File: config.mk
export PLATFORM = sky130hd
export DESIGN_NAME = hcb_ram
export DESIGN_NICKNAME = d
export VERILOG_FILES = /design/src/hw/rtl/hcb_ram.sv
export SDC_FILE = /design/constraint.sdc
export NUM_CORES = 1
export LEC_CHECK = 0
export BUFFER_PORTS_ARGS = -buffer_cell sky130_fd_sc_hd__buf_2
export CAP_MARGIN = 30
export CORE_MARGIN = 5
export CORE_UTILIZATION = 52
export DETAILED_ROUTE_END_ITERATION = 10
export PLACE_DENSITY = 0.78
export SETUP_SLACK_MARGIN = 0.3
export SYNTH_ARGS = -nofsm -noshare
export SYNTH_HDL_FRONTEND = slang
export SYNTH_SLANG_ARGS = --single-unit
File: constraint.sdc
create_clock -name i_clk -period 1.91 [get_ports i_clk]
set_input_delay 0.2865 -clock i_clk [delete_from_list [all_inputs] [get_ports i_clk]]
set_output_delay 0.2865 -clock i_clk [all_outputs]
set_load 0.05 [all_outputs]
File: src/hw/rtl/hcb_ram.sv
// Generic single-write, single-read RAM with a registered read port.
// Depends on nothing; instanced for every store of the code builder.
module hcb_ram #(
    parameter int WIDTH = 8,
    parameter int DEPTH = 2
) (
    input  logic                                   i_clk,
    input  logic                                   i_we,
    input  logic [((DEPTH > 1) ? $clog2(DEPTH) : 1)-1:0] i_waddr,
    input  logic [WIDTH-1:0]                       i_wdata,
    input  logic [((DEPTH > 1) ? $clog2(DEPTH) : 1)-1:0] i_raddr,
    output logic [WIDTH-1:0]                       o_rdata
);

    logic [WIDTH-1:0] r_mem [DEPTH];
    logic [WIDTH-1:0] r_rdata;

    always_ff @(posedge i_clk) begin
        if (i_we) begin
            r_mem[i_waddr] <= i_wdata;
        end
        r_rdata <= r_mem[i_raddr];
    end

    assign o_rdata = r_rdata;

endmodule
==> run_results.csv <==
group,metric,value,unit
synthesis,syn_area,785,µm²
route,routed_wl,875,µm
synthesis,ys_top_cells_by_area,"edfxtp_1 (61%), dfxtp_1 (20%), mux2_4 (15%)",
sta,drv_slew,0,
sta,setup_viol,0,
synthesis,synth_edf_count,16,
final_layout,final_area,911,µm²
route,drt_iter0_drc,8,
route,drc,0,
floorplan,dieHeight,48.8,µm
critical_path,crit_path_top_delay_cell,"dfxtp_1",
critical_path,cp_max_fo,1,
sta,rsz0062_at_grt,"false",
synthesis,syn-instance-count,35,
cts,htreeDepth,1,
route,post_drt_via_cell_ratio,4.79,
placed_design,routabilityCongestion,0.678,
critical_path,r2r_cells,1,
placed_design,placed_area,888,µm²
synthesis,post-synth-top-area-cell,"edfxtp_1",
power_and_ir_drop,power,927,µW
critical_path,crit_family,"flip-flops",
floorplan,core,0.00147,mm²
floorplan,die_x,48.8,µm
cts,cts_buffer_depth,2,
power_and_ir_drop,leakage,0.377,nW
run,maxCapViolations,0,
final_layout,drive_above_1_share,0.536,
final_layout,nNetsFinal,70,
critical_path,critical_path.max_stage_delay,0.32,ns
grt,antenna_found_initial,0,
cts,cts_tree,"built",
synthesis,synth_nets,47,
synthesis,post-synth-top-count-cell,"edfxtp_1",
floorplan,io_pins,20,
route,wire_per_inst,12.2,µm
final_layout,diodes,0,
synthesis,yosysUniqueCellTypes,6,
synthesis,synthArstFlopShare,0,
critical_path,critical_path_arrival,0.87,ns
critical_path,worstPathRequired,1.62,ns
synthesis,yosysTopAreaCellShare,0.612,
grt,grtUsageTotal,0.0800,
grt,grt_pass1_wl,1500,µm
cts,post_cts_resized,0,
worst_hold_path,whs_path_depth,1,
floorplan,die-area,0.00239,mm²
sta,hold_viol_final,0,
placed_design,io_buffers,19,
grt,grt_pass1_vias,378,
route,dr.pass1.iters,3,
route,ant_nets,0,
cts,cts.clk_slew.worst_paths,0.11,ns
sta,worst_pin_slew,0.639,ns
grt,grt-ovfl-total,0,
cts,numCtsBuffers,3,
cts,clk_latency,0.30,ns
cts,cts_num_sinks,24,
floorplan,num_rows,14,
cts,cts_setup_buffers,0,
final_layout,area_growth,16.1,%
critical_path,cp_num_cells,1,
critical_path,crit_buf_inv,1,
run_status,status,"complete, no violations",
synthesis,ys_warn_count,0,
critical_path,path_class,"flip-flop to output port",
floorplan,start_util,0.533,
critical_path,cp-end-kind,"output port",
final_layout,nFillCells,111,
worst_hold_path,hp-class,"primary input to flip-flop",
sta,finalSetupTns,0,ns
sta,hold_ws,0.172,ns
critical_path,start_kind,"flip-flop",
route,dr_total_vias,345,
synthesis,synthTopCellsByCount,"edfxtp_1 (16), dfxtp_1 (8), mux2_4 (8)",
power_and_ir_drop,ir_drop,0.000469,V
synthesis,yosysSeqAreaShare,0.817,
cts,cts_hold_buf,0,
sta,max_freq,863,MHz
sta,clock_skew,0.000534,ns
sta,relSlewSlack,0.573,
cts,cts_root_buf,"clkbuf_4",
grt,grt_max_degree,13,
power_and_ir_drop,p_per_area,1020,mW/mm²
synthesis,syn_area_per_cell,22.4,µm²
synthesis,yosys_register_bits,24,
critical_path,crit_chain,"buf_2",
sta,post-route-min-period,1.16,ns
synthesis,synth_flop_cell,"edfxtp_1",
sta,period_share,0.607,
## final timing paths
kind	slack [ns]	start	end
worst max-delay path	0.75	o_rdata[1]	o_rdata[1]
worst min-delay path	0.17	i_wdata[2]	r_mem[1][2]
worst max register to register	1.16	r_mem[0][7]	o_rdata[7]
worst min register to register	0.48	r_mem[0][2]	o_rdata[2]
## registers in the layout, summed over array words and instances (netlist names)
signal   count
r_mem       16
o_rdata      8
## layout make-up
cell class | instances | area, µm² | area share
clock buffer | 3 | 22.5 | 0.0247
multi-input combinational | 10 | 133 | 0.146
sequential | 24 | 641 | 0.703
tap | 16 | 20.0 | 0.0220
timing repair buffer | 19 | 95.1 | 0.104
## cell families (layout without fill, tap and decap cells)
kind of cell,count (synthesis),in the layout,synth area share
flops,24,24,0.817
mux,8,8,0.153
simple gates,2,2,0.0160
buf+inv,1,22,0.0144
## routing by layer
metal  GRT usage  vias to the layer above  wire length [µm]
met5           0                        -                 0
met4      0.0404                        0                 0
met3      0.0306                        0               112
met2       0.130                       14               443
met1      0.0904                      158               320
li1            -                      173                 -
## power by group
part,switching [mW],internal [mW],total (mW)
sequential,0.00818,0.594,0.603
combinational,0.0791,0.0417,0.121
clock,0.130,0.0734,0.203
total,0.217,0.710,0.927
## stage by stage
stage | std cells | utilization | setup WS [ns]
global route | 72 | 0.619 | 0.692
floorplan | 35 | - | 0.830
finish | 72 | 0.619 | 0.751
CTS | 72 | 0.619 | 0.737
detailed placement | 69 | 0.604 | 0.618
global placement | 69 | 0.604 | 0.645
## cells in the final DEF, fill, tap and decap left out
master	instances
and2_1	1
dfxtp_1	8
nor2b_1	1
mux2_4	8
edfxtp_1	16
buf_2	19
clkbuf_4	3
Note: power is estimated with default switching activity, not from simulation.
